--- config.mk ---
export PLATFORM = sky130hd
export DESIGN_NAME = smm_cell
export DESIGN_NICKNAME = d
export VERILOG_FILES = /design/src/hw/rtl/streaming_matrix_multiply_defines.svh /design/src/hw/rtl/smm_pkg.sv /design/src/hw/rtl/smm_cell.sv
export SDC_FILE = /design/constraint.sdc
export NUM_CORES = 2
export LEC_CHECK = 0
export ABC_AREA = 1
export BUFFER_PORTS_ARGS = -buffer_cell sky130_fd_sc_hd__buf_2
export CORE_ASPECT_RATIO = 0.9
export CORE_UTILIZATION = 57
export CTS_CLUSTER_DIAMETER = 80
export DETAILED_ROUTE_END_ITERATION = 6
export HOLD_SLACK_MARGIN = 0.05
export PLACE_DENSITY = 0.84
export SKIP_CTS_REPAIR_TIMING = 1
export SYNTH_ARGS = -nofsm -noshare
export SYNTH_HDL_FRONTEND = slang
export SYNTH_SLANG_ARGS = --single-unit
--- constraint.sdc ---
create_clock -name clk -period 7.4 [get_ports clk]
set_clock_uncertainty 0.15 [all_clocks]
set_input_delay 1.48 -clock clk [delete_from_list [all_inputs] [get_ports clk]]
set_output_delay 1.48 -clock clk [all_outputs]
set_load 0.01 [all_outputs]
--- src/hw/rtl/streaming_matrix_multiply_defines.svh ---
// ----------------------------------------------------------------------------
// Assertion macros for the streaming matrix multiplier
// Concurrent checks that can be compiled out with NO_ASSERTIONS.
// ----------------------------------------------------------------------------
`ifndef STREAMING_MATRIX_MULTIPLY_DEFINES_SVH
`define STREAMING_MATRIX_MULTIPLY_DEFINES_SVH

`ifndef NO_ASSERTIONS
`define SMM_ASSERT(lbl, clk, rst_n, prop) \
  lbl: assert property (@(posedge clk) disable iff (!rst_n) prop) \
  else $error("smm check failed");
`define SMM_NEVER(lbl, clk, rst_n, cond) \
  lbl: assert property (@(posedge clk) disable iff (!rst_n) !(cond)) \
  else $error("smm forbidden condition seen");
`else
`define SMM_ASSERT(lbl, clk, rst_n, prop)
`define SMM_NEVER(lbl, clk, rst_n, cond)
`endif

`endif

--- src/hw/rtl/smm_pkg.sv ---
`timescale 1ns / 1ps
// ----------------------------------------------------------------------------
// Streaming matrix multiplier package
// Sizes, beat and control types, and sequencer states shared by the design and testbench modules.
// ----------------------------------------------------------------------------
package smm_pkg;

  localparam int DIM    = 8;
  localparam int CELLS  = DIM * DIM;
  localparam int DATA_W = 32;
  localparam int K_W    = (DIM > 1) ? $clog2(DIM) : 1;
  localparam int ADDR_W = $clog2(CELLS);

  typedef logic [DATA_W-1:0]        word_t;
  typedef logic signed [DATA_W-1:0] sword_t;
  typedef logic [K_W-1:0]           kidx_t;
  typedef logic [ADDR_W-1:0]        addr_t;

  localparam kidx_t K_LAST = kidx_t'(DIM - 1);
  localparam addr_t A_LAST = addr_t'(CELLS - 1);

  typedef struct packed {
    logic  vld;
    kidx_t k;
    word_t data;
  } a_beat_t;

  typedef struct packed {
    logic  b_shift;
    logic  b_commit;
    kidx_t b_row;
    logic  res_load;
    logic  res_shift;
  } cell_ctrl_t;

  typedef enum logic [2:0] {
    ST_LOAD,
    ST_FLUSH,
    ST_FEED,
    ST_DRAIN,
    ST_EMIT
  } seq_state_t;

endpackage

--- src/hw/rtl/smm_cell.sv ---
`timescale 1ns / 1ps
// ----------------------------------------------------------------------------
// Multiply-accumulate cell
// Holds one column of the right matrix and accumulates one product entry.
// ----------------------------------------------------------------------------
module smm_cell (
  input  logic               clk,
  input  logic               rst_n,
  input  smm_pkg::cell_ctrl_t ctrl,
  input  smm_pkg::a_beat_t   a_in,
  output smm_pkg::a_beat_t   a_out,
  input  smm_pkg::word_t     b_in,
  output smm_pkg::word_t     b_out,
  input  smm_pkg::word_t     res_in,
  output smm_pkg::word_t     res_out,
  output logic               done
);
  import smm_pkg::*;

  logic  a_vld_r;
  kidx_t a_k_r;
  word_t a_data_r;
  word_t b_hold_r;
  word_t b_col_r [DIM];
  word_t prod_r;
  word_t prod_nxt;
  logic  prod_vld_r;
  logic  prod_first_r;
  logic  prod_last_r;
  word_t acc_r;
  word_t acc_nxt;
  word_t res_r;
  logic  done_r;

  always_ff @(posedge clk) begin
    if (!rst_n) begin
      a_vld_r    <= 1'b0;
      prod_vld_r <= 1'b0;
      done_r     <= 1'b0;
    end else begin
      a_vld_r    <= a_in.vld;
      prod_vld_r <= a_vld_r;
      done_r     <= prod_vld_r && prod_last_r;
    end
  end

  always_comb begin
    prod_nxt = a_data_r * b_col_r[a_k_r];
    acc_nxt  = prod_first_r ? prod_r : acc_r + prod_r;
  end

  always_ff @(posedge clk) begin
    a_k_r        <= a_in.k;
    a_data_r     <= a_in.data;
    prod_r       <= prod_nxt;
    prod_first_r <= (a_k_r == '0);
    prod_last_r  <= (a_k_r == K_LAST);
    if (ctrl.b_shift) begin
      b_hold_r <= b_in;
    end
    if (ctrl.b_commit) begin
      b_col_r[ctrl.b_row] <= b_hold_r;
    end
    if (prod_vld_r) begin
      acc_r <= acc_nxt;
    end
    if (ctrl.res_load) begin
      res_r <= acc_r;
    end else if (ctrl.res_shift) begin
      res_r <= res_in;
    end
  end

  assign a_out   = '{vld: a_vld_r, k: a_k_r, data: a_data_r};
  assign b_out   = b_hold_r;
  assign res_out = res_r;
  assign done    = done_r;

endmodule

# Word-level counts from Yosys, hierarchy flattened
# Memory sizes are Yosys's and may differ from the RTL's. A register that Yosys moved wholly into a read port is not among the register bits.
# Cells that the tools add are included.
[op_classes]
n_mul = 1
n_reduce_logical = 3
addsub = 1
muxes = 5
n_eq_ne = 1
[ops]
columns = ["cell", "n"]
rows = [
  ["32-bit two-way mux", 3],
  ["32-bit adder", 1],
  ["32-bit by 32-bit multiplier with 32-bit output", 1],
  ["3-bit equality test (second input constant)", 1],
  ["3-bit zero test", 1],
  ["1-bit two-way mux", 2],
  ["2-bit nonzero test", 1],
  ["1-bit logical AND", 1],
]
[word_totals]
wordCells = 23
in_bits = 109
out_inout_bits = 101
mem_bits_rw = 256
mem_count = 1
reg_bits = 168
[memory_table]
columns = ["memory", "words", "width", "rd", "rd_ports_with_merged_regs", "wr", "line_no", "rtl"]
rows = [
  ["b_col_r", 8, 32, 1, 1, 1, "smm_cell.sv:24", "word_t b_col_r [DIM];"],
]

# Longest topological paths before layout
[logic_depth]
word_depth = 2
depth_mapped = 39
mapped_depth_nobuf = 36

# Least setup slack after synthesis
# Ideal clock, no wire load.
[synth_path]
kind = "reg2reg"
from = "register a_k_r[0] (netlist name)"
to = "register prod_r[29]"
arrival_time_ps = 7176
t_required_ps = 7123
synth_period_minus_slack_ps = 7453
n_path_buf = 4
setup_slack_ps = -53
stages_incl_launch_ff = 32
setup_time_ps = 127
path_cell_list = "dfxtp_1 -> buf_6 -> inv_6 -> buf_6 -> buf_2 -> o21ai_0 -> nand3_1 -> nand2_1 -> clkbuf_1 -> nor2_1 -> fa_1 -> inv_1 -> fa_1 -> fa_1 -> fa_1 -> inv_1 -> fa_1 -> inv_1 -> fa_1 -> inv_1 -> fa_1 -> fa_1 -> ha_1 -> a21oi_1 -> o21ai_0 -> a21oi_1 -> nand3_1 -> nand3_1 -> nand2_1 -> a21boi_0 -> o21ai_0 -> xor2_1"
[synth_lines]
columns = ["item", "line_no", "rtl"]
rows = [
  ["end signal, assigned", "smm_cell.sv:55", "prod_r <= prod_nxt;"],
  ["end, declared", "smm_cell.sv:25", "word_t prod_r;"],
]

==> results_dict.tcl <==
set metrics [dict create \
    status "finished, violations left" \
    failed_checks "DRC, setup timing" \
    via_count_of_the_first_global_routing_pass 27100 \
    rsz0062_at_grt "yes" \
    synthDominantAreaCellType "edfxtp_1" \
    globalRouteTotalUtil_pct 32.3 \
    gp_congestion 1.04 \
    grt_antenna_before_repair 1 \
    cp_slowest_cell "fa_1" \
    finalCriticalPeriod_ns 7.73 \
    synth-seq-cells 424 \
    placed_cells_incl_taps 4615 \
    std_cell_rows 83 \
    initial_utilization_pct 57.7 \
    detail_route.iter0.violations 3298 \
    synth_top_area_share_pct 32.1 \
    cts_root_buffer "clkbuf_16" \
    post_layout_net_count 4638 \
    postSynthNetCount 4217 \
    final-hold-violation-count 0 \
    end_kind "flop" \
    timing.setup.critical_path_class "reg -> reg" \
    instances_no_fill 4769 \
    worst_stage_delay_on_the_critical_path_ns 0.59 \
    dr_total_vias 27500 \
    hp-class "reg -> reg" \
    timing.max_slew.rel_slack_pct 39.1 \
    seq_area_frac_synth_pct 36.4 \
    synthesis.area_um2 33000 \
    wl_mm 102 \
    floorplan.die.width_um 255 \
    max_cap_violations 0 \
    synth_enable_flop_cells 352 \
    critPathBufInv 11 \
    synth-warning-count 0 \
    floorplan.die_area_um2 58800 \
    maximum_fanout_along_the_worst_path 7 \
    global_route.overflow_total 0 \
    most_frequent_cells_in_the_layout "nand2_1 (811), inv_1 (585), nor2_1 (427)" \
    cts-htree-levels 2 \
    fillers 3882 \
    worst_setup_sp_type "flop" \
    yosys-top-cells-area "edfxtp_1 (32%), fa_1 (25%), nand2_1 (9.6%)" \
    vias_per_cell 5.76 \
    drtPass1Iterations 7 \
    fin_crit_sh_pct 104 \
    dominantRegCellSynth "edfxtp_1" \
    ant_nets 0 \
    antenna_cells_inserted 0 \
    synth_area_per_cell_um2 9.30 \
    path_clk_slew_ns 0.07 \
    largest_net_degree_at_the_start_of_global_routing 44 \
    fin_util_pct 69.4 \
    cts-root-to-sink-buffers 3 \
    cts_inserted_buffers 46 \
    async_reset_ff_share_pct 0 \
    coreArea_um2 57100 \
    worst-slew-pin-transition_ns 0.913 \
    synthDistinctLibCells 46 \
    die_h_um 230 \
    fin_setup_tns_ns -1.08 \
    achievable-frequency_mhz 129 \
    postSynthCellCount 3545 \
    grt_pass1_wl_mm 146 \
    cts_sinks 424 \
    data_required_time_at_the_worst_endpoint_ns 7.81 \
    worst_hold_slack_ns 0.293 \
    top_level_port_count 210 \
    clock_latency_ns 0.63 \
    largest_delay_contributor_family_on_the_critical_path "adder cells" \
    finalWorstSetupSlack_ns -0.326 \
    layout-drive-gt1-share_pct 20.1 \
    io_buffer_count 209 \
    post-route-drc-count 6 \
    synthToLayoutAreaGrowth_pct 20.2 \
    most_frequent_cell_on_the_critical_path "fa_1" \
    layout.cells.most_common "nand2_1" \
    tritoncts_clock_tree "done" \
    finalMaxSlewViolations 0 \
    place.detailed.hpwl_mm 70.7 \
    detail_route.wl_per_cell_um 21.5 \
    worstPathArrival_ns 8.13 \
    setup_viol 7 \
]
[Yosys cell counts (all sizes together), types with 2 or more instances]
cell type,number
o21bai,7
and3,2
o21a,4
or2,19
nand3b,3
a21o,4
nand4,17
a221oi,3
nor2,461
xnor2,18
clkinv,14
dfxtp,72
fa,409
clkbuf,71
a21oi,74
ha,154
o211ai,11
a21boi,2
o221ai,6
a31oi,7
nor3,14
edfxtp,352
inv,625
xor2,23
o21ai,105
buf,48
nand2,854
nand3,162
[per-stage QoR]
| stage | cell area [µm²] | setup slack (ns) |
|---|---|---|
| final | 39600 | -0.326 |
| after global routing | 39600 | -0.604 |
| after CTS | 37900 | -0.422 |
| after detailed placement | 36300 | -0.361 |
| after global placement | 36300 | -0.256 |
| after floorplan | 33000 | 0.0128 |
[worst register-to-register path: cells and delay by family (launching register included)]
family	cells	cell delay [ns]
buffers and inverters	11	1.16
and+or+nand+nor	13	1.39
adders and majority gates	9	4.49
AOI/OAI and AO/OA	1	0.14
DFF	1	0.39
[routing by layer]
layer  vias to the layer above  routed length [µm]  GRT usage [%]
met5                         -                  13              0
met4                         2                6930           17.9
met3                       475               12800           6.53
met2                      1991               47000           53.3
met1                     13200               35600           40.2
li1                      11800                   -              -
[sequential cells by signal, indices dropped and copies added (netlist names)]
signal	cells
b_col_r	256
a_k_r	3
prod_r	32
prod_vld_r	1
a_data_r	32
done	1
a_vld_r	1
prod_last_r	1
res_out	32
b_out	32
acc_r	32
prod_first_r	1
[layout make-up]
cell class | count | area [µm²] | share of cell area [%]
multi-input combinational | 2363 | 18800 | 47.4
sequential | 424 | 12000 | 30.3
timing repair buffer | 491 | 3820 | 9.65
inverter | 639 | 2450 | 6.18
clock buffer | 62 | 1370 | 3.45
tap | 765 | 957 | 2.42
clock inverter | 24 | 236 | 0.597
timing repair inverter | 1 | 8.76 | 0.0221
[final timing paths]
| check | endpoint | start | depth (start not counted) | slack, ns |
|---|---|---|---|---|
| setup / recovery | prod_r[31] | a_k_r[0] | 34 | -0.33 |
| hold / removal | prod_vld_r | a_vld_r | 2 | 0.29 |
| setup reg to reg | prod_r[31] | a_k_r[0] | 34 | -0.33 |
| hold reg to reg | prod_vld_r | a_vld_r | 2 | 0.29 |
[logic make-up (layout without fill, tap and decap cells)]
group                    count (synthesis)  in the layout  share of synthesized area (%)
AO/OA/AOI/OAI                          224            224                           3.78
adder cells (fa/ha/maj)                563            563                           30.7
XOR/XNOR                                43             43                           1.23
AND/OR/NAND/NOR                       1533           1533                           18.6
buffers and inverters                  758           1217                           9.28
flip-flops                             424            424                           36.4
Power is left out: the tool's default activity adds up to more than one toggle a clock period on the data nets, which glitch-free logic cannot reach.
