==> config.mk <==
export PLATFORM = sky130hd
export DESIGN_NAME = smm_seq
export DESIGN_NICKNAME = d
export VERILOG_FILES = /design/src/hw/rtl/smm_pkg.sv /design/src/hw/rtl/smm_seq.sv
export VERILOG_INCLUDE_DIRS = /design/src /design/src/hw/rtl
export SDC_FILE = /design/constraint.sdc
export NUM_CORES = 2
export LEC_CHECK = 0
export BUFFER_PORTS_ARGS = -buffer_cell sky130_fd_sc_hd__buf_2
export CORE_MARGIN = 5
export CORE_UTILIZATION = 60
export DETAILED_ROUTE_END_ITERATION = 16
export GPL_ROUTABILITY_DRIVEN = 0
export PLACE_DENSITY = 0.79
export SETUP_SLACK_MARGIN = 0.05
export SLEW_MARGIN = 20
export SYNTH_ARGS = -nofsm -noshare
export SYNTH_HDL_FRONTEND = slang
export SYNTH_SLANG_ARGS = --single-unit
==> constraint.sdc <==
create_clock -name clk -period 5.1 [get_ports clk]
set_input_delay 1.02 -clock clk [delete_from_list [all_inputs] [get_ports clk]]
set_output_delay 1.02 -clock clk [all_outputs]
set_load 0.005 [all_outputs]
==> src/hw/rtl/streaming_matrix_multiply_defines.svh <==
// ----------------------------------------------------------------------------
// Assertion macros for the streaming matrix multiplier
// Concurrent checks that can be compiled out with NO_ASSERTIONS.
// ----------------------------------------------------------------------------
`ifndef STREAMING_MATRIX_MULTIPLY_DEFINES_SVH
`define STREAMING_MATRIX_MULTIPLY_DEFINES_SVH

`ifndef NO_ASSERTIONS
`define SMM_ASSERT(lbl, clk, rst_n, prop) \
  lbl: assert property (@(posedge clk) disable iff (!rst_n) prop) \
  else $error("smm check failed");
`define SMM_NEVER(lbl, clk, rst_n, cond) \
  lbl: assert property (@(posedge clk) disable iff (!rst_n) !(cond)) \
  else $error("smm forbidden condition seen");
`else
`define SMM_ASSERT(lbl, clk, rst_n, prop)
`define SMM_NEVER(lbl, clk, rst_n, cond)
`endif

`endif

==> src/hw/rtl/smm_pkg.sv <==
`timescale 1ns / 1ps
// ----------------------------------------------------------------------------
// Streaming matrix multiplier package
// Sizes, beat and control types, and sequencer states shared by the design and testbench modules.
// ----------------------------------------------------------------------------
package smm_pkg;

  localparam int DIM    = 8;
  localparam int CELLS  = DIM * DIM;
  localparam int DATA_W = 32;
  localparam int K_W    = (DIM > 1) ? $clog2(DIM) : 1;
  localparam int ADDR_W = $clog2(CELLS);

  typedef logic [DATA_W-1:0]        word_t;
  typedef logic signed [DATA_W-1:0] sword_t;
  typedef logic [K_W-1:0]           kidx_t;
  typedef logic [ADDR_W-1:0]        addr_t;

  localparam kidx_t K_LAST = kidx_t'(DIM - 1);
  localparam addr_t A_LAST = addr_t'(CELLS - 1);

  typedef struct packed {
    logic  vld;
    kidx_t k;
    word_t data;
  } a_beat_t;

  typedef struct packed {
    logic  b_shift;
    logic  b_commit;
    kidx_t b_row;
    logic  res_load;
    logic  res_shift;
  } cell_ctrl_t;

  typedef enum logic [2:0] {
    ST_LOAD,
    ST_FLUSH,
    ST_FEED,
    ST_DRAIN,
    ST_EMIT
  } seq_state_t;

endpackage

==> src/hw/rtl/smm_seq.sv <==
`timescale 1ns / 1ps
`include "streaming_matrix_multiply_defines.svh"
// ----------------------------------------------------------------------------
// Matrix multiplier sequencer
// Loads both matrices, stores the left one, and runs the cell chain row by row.
// ----------------------------------------------------------------------------
module smm_seq (
  input  logic                clk,
  input  logic                rst_n,
  input  logic                in_valid,
  output logic                in_ready,
  input  smm_pkg::word_t      in_element,
  output logic                out_valid,
  input  logic                out_ready,
  output logic                out_final,
  input  logic                done,
  output smm_pkg::cell_ctrl_t ctrl,
  output smm_pkg::word_t      b_data,
  output smm_pkg::a_beat_t    a_beat
);
  import smm_pkg::*;

  seq_state_t state_r;
  seq_state_t state_nxt;

  word_t a_mem [CELLS];
  word_t a_rd_data_r;
  logic  rd_vld_r;
  kidx_t rd_k_r;
  addr_t rd_addr_r;
  logic  rd_en;

  logic  ld_phase_r;
  addr_t ld_addr_r;
  kidx_t ld_col_r;
  kidx_t ld_row_r;
  logic  commit_r;
  kidx_t commit_row_r;

  kidx_t feed_k_r;
  kidx_t row_r;
  kidx_t emit_k_r;

  logic accept;
  logic b_last_col;
  logic load_done;
  logic emit_beat;

  assign accept     = in_valid && in_ready;
  assign b_last_col = ld_phase_r && (ld_col_r == K_LAST);
  assign load_done  = accept && b_last_col && (ld_row_r == K_LAST);
  assign emit_beat  = out_valid && out_ready;

  always_comb begin
    state_nxt = state_r;
    unique case (state_r)
      ST_LOAD: begin
        if (load_done) begin
          state_nxt = ST_FLUSH;
        end
      end
      ST_FLUSH: begin
        state_nxt = ST_FEED;
      end
      ST_FEED: begin
        if (feed_k_r == K_LAST) begin
          state_nxt = ST_DRAIN;
        end
      end
      ST_DRAIN: begin
        if (done) begin
          state_nxt = ST_EMIT;
        end
      end
      ST_EMIT: begin
        if (emit_beat && (emit_k_r == K_LAST)) begin
          state_nxt = (row_r == K_LAST) ? ST_LOAD : ST_FEED;
        end
      end
      default: begin
        state_nxt = ST_LOAD;
      end
    endcase
  end

  always_comb begin
    in_ready       = (state_r == ST_LOAD);
    out_valid      = (state_r == ST_EMIT);
    out_final      = out_valid && (row_r == K_LAST) && (emit_k_r == K_LAST);
    rd_en          = (state_r == ST_FEED);
    ctrl.b_shift   = accept && ld_phase_r;
    ctrl.b_commit  = commit_r;
    ctrl.b_row     = commit_row_r;
    ctrl.res_load  = (state_r == ST_DRAIN) && done;
    ctrl.res_shift = emit_beat;
  end

  always_ff @(posedge clk) begin
    if (!rst_n) begin
      state_r    <= ST_LOAD;
      ld_phase_r <= 1'b0;
      ld_addr_r  <= '0;
      ld_col_r   <= '0;
      ld_row_r   <= '0;
      commit_r   <= 1'b0;
      rd_vld_r   <= 1'b0;
      rd_addr_r  <= '0;
      feed_k_r   <= '0;
      row_r      <= '0;
      emit_k_r   <= '0;
    end else begin
      state_r  <= state_nxt;
      commit_r <= accept && b_last_col;
      rd_vld_r <= rd_en;
      if (accept) begin
        if (!ld_phase_r) begin
          ld_addr_r <= (ld_addr_r == A_LAST) ? '0 : ld_addr_r + 1'b1;
          if (ld_addr_r == A_LAST) begin
            ld_phase_r <= 1'b1;
          end
        end else if (ld_col_r == K_LAST) begin
          ld_col_r <= '0;
          if (ld_row_r == K_LAST) begin
            ld_row_r   <= '0;
            ld_phase_r <= 1'b0;
          end else begin
            ld_row_r <= ld_row_r + 1'b1;
          end
        end else begin
          ld_col_r <= ld_col_r + 1'b1;
        end
      end
      if (rd_en) begin
        rd_addr_r <= (rd_addr_r == A_LAST) ? '0 : rd_addr_r + 1'b1;
        feed_k_r  <= (feed_k_r == K_LAST) ? '0 : feed_k_r + 1'b1;
      end
      if (emit_beat) begin
        if (emit_k_r == K_LAST) begin
          emit_k_r <= '0;
          row_r    <= (row_r == K_LAST) ? '0 : row_r + 1'b1;
        end else begin
          emit_k_r <= emit_k_r + 1'b1;
        end
      end
    end
  end

  always_ff @(posedge clk) begin
    commit_row_r <= ld_row_r;
    rd_k_r       <= feed_k_r;
    if (accept && !ld_phase_r) begin
      a_mem[ld_addr_r] <= in_element;
    end
    if (rd_en) begin
      a_rd_data_r <= a_mem[rd_addr_r];
    end
  end

  assign b_data = in_element;
  assign a_beat = '{vld: rd_vld_r, k: rd_k_r, data: a_rd_data_r};

  `SMM_NEVER(a_emit_no_accept, clk, rst_n, out_valid && in_ready)
  `SMM_ASSERT(a_flush_commits, clk, rst_n, (state_r == ST_FLUSH) |-> commit_r)
  `SMM_ASSERT(a_done_in_drain, clk, rst_n, done |-> (state_r == ST_DRAIN))
  `SMM_ASSERT(a_final_to_load, clk, rst_n, (emit_beat && out_final) |=> (state_r == ST_LOAD))

endmodule

== Word level (Yosys, flattened, before mapping) ==
Memories as Yosys holds them, arrays and structs flattened. A register that Yosys moved wholly into a read port is not among the register bits.
Index checks and enable logic that the tools add are counted.

* Output and inout bits: 78
* Bits in writable memories: 2,048
* Latch bits: 0
* Register bits: 39
* Memories: 1
* Memory bits (read-only): 0

{| class="wikitable"
|+ Memories
! name !! depth !! width !! read ports !! clocked after memory_dff !! write ports !! line !! source
|-
| a_mem || 64 || 32 || 1 || 1 || 1 || smm_seq.sv:26 || <nowiki>word_t a_mem [CELLS];</nowiki>
|}

* Add/sub/neg operators: 7
* Order comparisons: 0
* Muxes and demuxes: 19
* Bitwise gates (word level): 1
* Multiply operators: 0
* Shifts and indexed selects: 0
* Div/mod/pow operators: 0
* Eq/ne operators: 15
* Reductions and logical operators: 18

{| class="wikitable"
|+ Operator list
! kind !! number
|-
| $mux 3 || 9
|-
| $eq 3x3->1 const B || 6
|-
| $add 3x1->3 const B || 5
|-
| $pmux 3 s5 || 1
|-
| $add 6x1->6 const B || 2
|-
| $eq 6x6->1 const B || 2
|-
| $mux 6 || 2
|-
| $logic_and 1x1->1 || 11
|-
| $eq 3x2->1 const B || 2
|-
| $mux 1 || 6
|-
| $ne 2x1->1 const B || 3
|-
| $reduce_and 2->1 || 3
|-
| $reduce_and 4->1 || 1
|-
| $eq 3x1->1 const B || 1
|-
| $logic_not 3->1 || 1
|-
| $reduce_and 3->1 || 1
|-
| $mux 2 || 1
|-
| $ne 2x2->1 const B || 1
|-
| $logic_not 1->1 || 1
|-
| $not 1->1 || 1
|}

== Depth between registers and ports, before layout ==
* Word-level depth: 6
* Gate-level depth with buffers: 11

== Worst setup path before layout ==
Ideal clock, no wire load.

* Path kind: input port to flip-flop
* Start point: input in_valid
* End point: memory a_mem[56][0] in the netlist's numbering, enable pin
* Slack: 1.118 ns
* Path buffers: 1
* Required time: 4.679 ns
* Cell stages on the path: 6
* Library setup time: 0.421 ns
* Arrival time: 3.561 ns
* Path through: nor4b_1 nor2b_1 buf_2 nor2b_1 nand2_1 nor2_1

* Word-level cells in the longest chain between the ends: 4

{| class="wikitable"
|+ RTL lines
! element !! line !! source
|-
| start: declaration || smm_seq.sv:10 || <nowiki>input logic in_valid,</nowiki>
|-
| $logic_and 1x1->1 || smm_seq.sv:49 || <nowiki>assign accept = in_valid && in_ready;</nowiki>
|-
| $logic_and 1x1->1 || smm_seq.sv:151 || <nowiki>if (accept && !ld_phase_r) begin</nowiki>
|-
| $mux 1 || smm_seq.sv:151 ||
|-
| $mux 1 (not written as such) || smm_seq.sv:152 || <nowiki>a_mem[ld_addr_r] <= in_element;</nowiki>
|-
| end: declaration || smm_seq.sv:26 ||
|}

No other way between the ends.

== Worst setup path in the final report ==
* Start point: register state_r[0]
* End point: memory a_mem[53][27] in the netlist's numbering, enable pin

* Word-level cells in the longest chain between the ends: 5

{| class="wikitable"
|+ RTL lines
! element !! line !! source
|-
| start: declaration || smm_seq.sv:23 || <nowiki>seq_state_t state_r;</nowiki>
|-
| start signal: assignment || smm_seq.sv:112 || <nowiki>state_r <= state_nxt;</nowiki>
|-
| $logic_not 3->1 || smm_seq.sv:87 || <nowiki>in_ready = (state_r == ST_LOAD);</nowiki>
|-
| $logic_and 1x1->1 || smm_seq.sv:49 ||
|-
| $logic_and 1x1->1 || smm_seq.sv:151 ||
|-
| $mux 1 || smm_seq.sv:151 ||
|-
| $mux 1 (not written as such) || smm_seq.sv:152 ||
|}

No other way between the ends.

==> flow_summary.ini <==
[floorplan]
die_y_um = 378
initial_utilization_pct = 60.2
ios = 115
die_area_um2 = 143000
fp-row-count = 135
coreArea_um2 = 135000
die_x_um = 378

[yosys]
yosys.cell_types.count = 51
syn_nets = 3719
ys_seq_area_share_pct = 77.8
yosysWarningCount = 0
synthFlopType = edfxtp_1
ys_ff_latch = 2119
async_flop_share_pct = 0
syn_inst = 3670
avgSynthCellArea_um2 = 22.1
netlist_area_um2 = 81300
synth-edff-count = 2080

[timing]
setup_viol = 0
slew_violations = 0
hold_violations = 0
fmax_mhz = 237
worstMarginPinSlew_ns = 1.17
final.min_clock_period_ns = 4.21
rsz0062_at_grt = no
tns_ns = 0
slew_headroom_pct = 22.0
fin_skew_ns = 0.0305
period_share_pct = 82.6
setup_ws_ns = 0.888

[route]
ant_nets = 0
wire_per_inst_um = 34.4
post-route-drc-count = 0
drt_iter0_drc = 6052
vias = 40100
routed_wirelength_um = 202000
routed_via_density = 6.85
dr.pass1.iters = 6

[grt]
grt_pass1_wl_um = 292000
antenna_found_initial = 6
grt_pass1_vias = 40800
grt_max_degree = 119
grt_overflow_total = 0
grt_usage_pct = 28.8

[power_and_ir_drop]
pwr-share-seq_pct = 56.8
clkPwrFrac_pct = 41.7
comb_power_share_pct = 1.6
swShare_pct = 20.1
power_leakage_nw = 27.5
ir_drop_v = 0.000329
powerDensity_nw_per_um2 = 371
p_int_mw = 27.0
total_power_mw = 33.8
power_switching_mw = 6.79

[run]
cap_violations = 0

[clock_tree]
cts_tree = built
cts_resized = 0
hold_buffers = 0
clock_latency_ns = 0.84
clock-sinks = 2119
post-cts-setup-buffer-count = 0
h-tree-depth = 4
clock-root-buffer = clkbuf_16
cts_inserted_buffers = 198
cts_buffer_depth = 3
clk_pin_slew_ns = 0.06

[worst_setup_path]
cp.required_ns = 5.64
path_class = flip-flop to flip-flop
endpoint_kind = flip-flop
worstPathMaxFanout = 24
reg2regPathDepth = 6
cp-start-kind = flip-flop
cp.arrival_ns = 4.75

[hold_path]
hold_depth = 0
hold_path_class = flip-flop to flip-flop

[finish]
drive_above_1_share_pct = 28.4
syn2layout_area_growth_pct = 12.0
finalNetCount = 3959
nFillCells = 7942

[placed_design]
dp_slack_ns = 0.327
numPortBuffers = 114
detailed_place_hpwl_um = 114000

[outcome]
outcome = finished clean
-- critical path: stages, from the launching register on --
cell	delay (ns)
dfxtp_1	0.38
nor4b_1	0.34
buf_4	0.23
nor2b_1	0.64
nand3_1	0.89
nor2_4	1.07
buf_4	0.30
-- flip-flops by register name, summed over array words and instances, names as in the netlist --
name / cells
feed_k_r: 3
ld_phase_r: 1
a_rd_data_r: 32
row_r: 3
commit_row_r: 3
a_mem: 2048
ld_row_r: 3
ld_col_r: 3
ld_addr_r: 6
commit_r: 1
rd_k_r: 3
rd_addr_r: 6
rd_vld_r: 1
emit_k_r: 3
state_r: 3
-- final cells by class --
type                    count  area, um2  share of cell area (%)
repair buffers            282       2200                    2.42
flip-flops and latches   2119      63300                    69.5
inverters                   5       18.8                  0.0206
clock inverters           115        966                    1.06
multi-input cells        1304      17200                    18.9
well taps                1781       2230                    2.45
diodes                      6       15.0                  0.0165
clock buffers             245       5150                    5.66
-- routing by layer --
metal / global-route usage, % / share of wire (%) / vias up
met2: 45.7 / 49 / 2847
met4: 12.8 / 5.1 / 0
li1: - / - / 16000
met3: 6.00 / 11 / 455
met1: 39.5 / 35 / 20900
met5: 0 / 0 / -
-- Yosys cell counts (5+ instances only) --
library cell | number | area [um2]
mux2i_1 | 211 | 2110
o211ai_1 | 5 | 37.5
clkbuf_1 | 85 | 319
o22ai_1 | 20 | 125
mux4_2 | 464 | 10500
edfxtp_1 | 2080 | 62500
and2_1 | 6 | 37.5
xor2_1 | 7 | 61.3
buf_1 | 29 | 109
o31ai_1 | 13 | 97.6
a31o_2 | 12 | 105
nand3b_1 | 6 | 45.0
buf_6 | 19 | 214
a2111oi_0 | 9 | 78.8
nand3_1 | 19 | 95.1
mux2_2 | 44 | 495
buf_4 | 69 | 518
o21ai_0 | 8 | 40.0
nor2_1 | 122 | 458
o21ai_1 | 13 | 65.1
a21oi_1 | 41 | 205
nor2b_1 | 10 | 62.6
and3_1 | 17 | 106
dfxtp_1 | 39 | 781
ha_1 | 12 | 150
buf_2 | 40 | 200
a22oi_1 | 69 | 518
a221oi_1 | 52 | 455
nand2b_1 | 15 | 93.8
nand2_1 | 63 | 236
o221ai_1 | 15 | 131
-- metrics by stage --
step           cell area (um2)  hold slack, ns  std cells  utilization, %
6_report                 91000           0.372       5857            67.4
4_1_cts                  91000           0.372       5850            67.3
2_1_floorplan            81300           0.354       3670               -
5_1_grt                  91000           0.389       5852            67.3
3_3_place_gp             84900           0.365       5490            62.8
3_5_place_dp             84900           0.364       5490            62.8
-- kinds of logic (layout without fill, tap and decap cells) --
| family | count (synthesis) | in the layout | share of synthesized area [%] |
|---|---|---|---|
| flip-flops | 2119 | 2119 | 77.8 |
| buffers and inverters | 247 | 647 | 1.70 |
| adder cells (fa/ha/maj) | 12 | 12 | 0.185 |
| AND/OR/NAND/NOR | 281 | 281 | 1.59 |
| multiplexers | 719 | 719 | 16.1 |
| other | 0 | 6 | 0 |
| AO/OA/AOI/OAI | 282 | 282 | 2.55 |
| XOR/XNOR | 10 | 10 | 0.108 |
-- power by group through the flow --
stage | clock network [mW] | logic [mW] | registers, mW
after floorplan | 0 | 0.113 | 19.6
after global placement | 0 | 0.495 | 19.5
after detailed placement | 0 | 0.520 | 19.5
after CTS | 14.2 | 0.524 | 19.2
after global routing | 15.0 | 0.554 | 19.2
final | 14.1 | 0.529 | 19.2
-- path summary, 6_finish.rpt --
check / from / end / slack [ns]
max: state_r[0] / a_mem[53][27] / 0.89
min: ld_row_r[2] / commit_row_r[2] / 0.37
max reg2reg: state_r[0] / a_mem[53][27] / 0.89
min reg2reg: ld_row_r[2] / commit_row_r[2] / 0.37
-- placed cells by master (no fill, tap or decap), types with 7 or more instances in the layout --
cell        instances
edfxtp_1         2080
mux4_2            464
mux2i_1           211
clkbuf_16         199
buf_4             139
buf_2             114
a22oi_1            69
nor2_4             64
nand2_1            63
nor2_1             57
a221oi_1           52
clkbuf_1           46
mux2_2             44
clkinv_1           43
a21oi_1            41
clkinv_2           37
dfxtp_1            33
buf_12             28
o22ai_1            20
nand3_1            19
and3_1             17
nand2b_1           15
o221ai_1           15
o21ai_1            13
o31ai_1            13
a31o_2             12
ha_1               12
bufinv_16          11
a2111oi_0           9
o21ai_0             8
clkinvlp_4          8
nor2b_1             7
xor2_1              7
(Power assumes the default switching activity.)
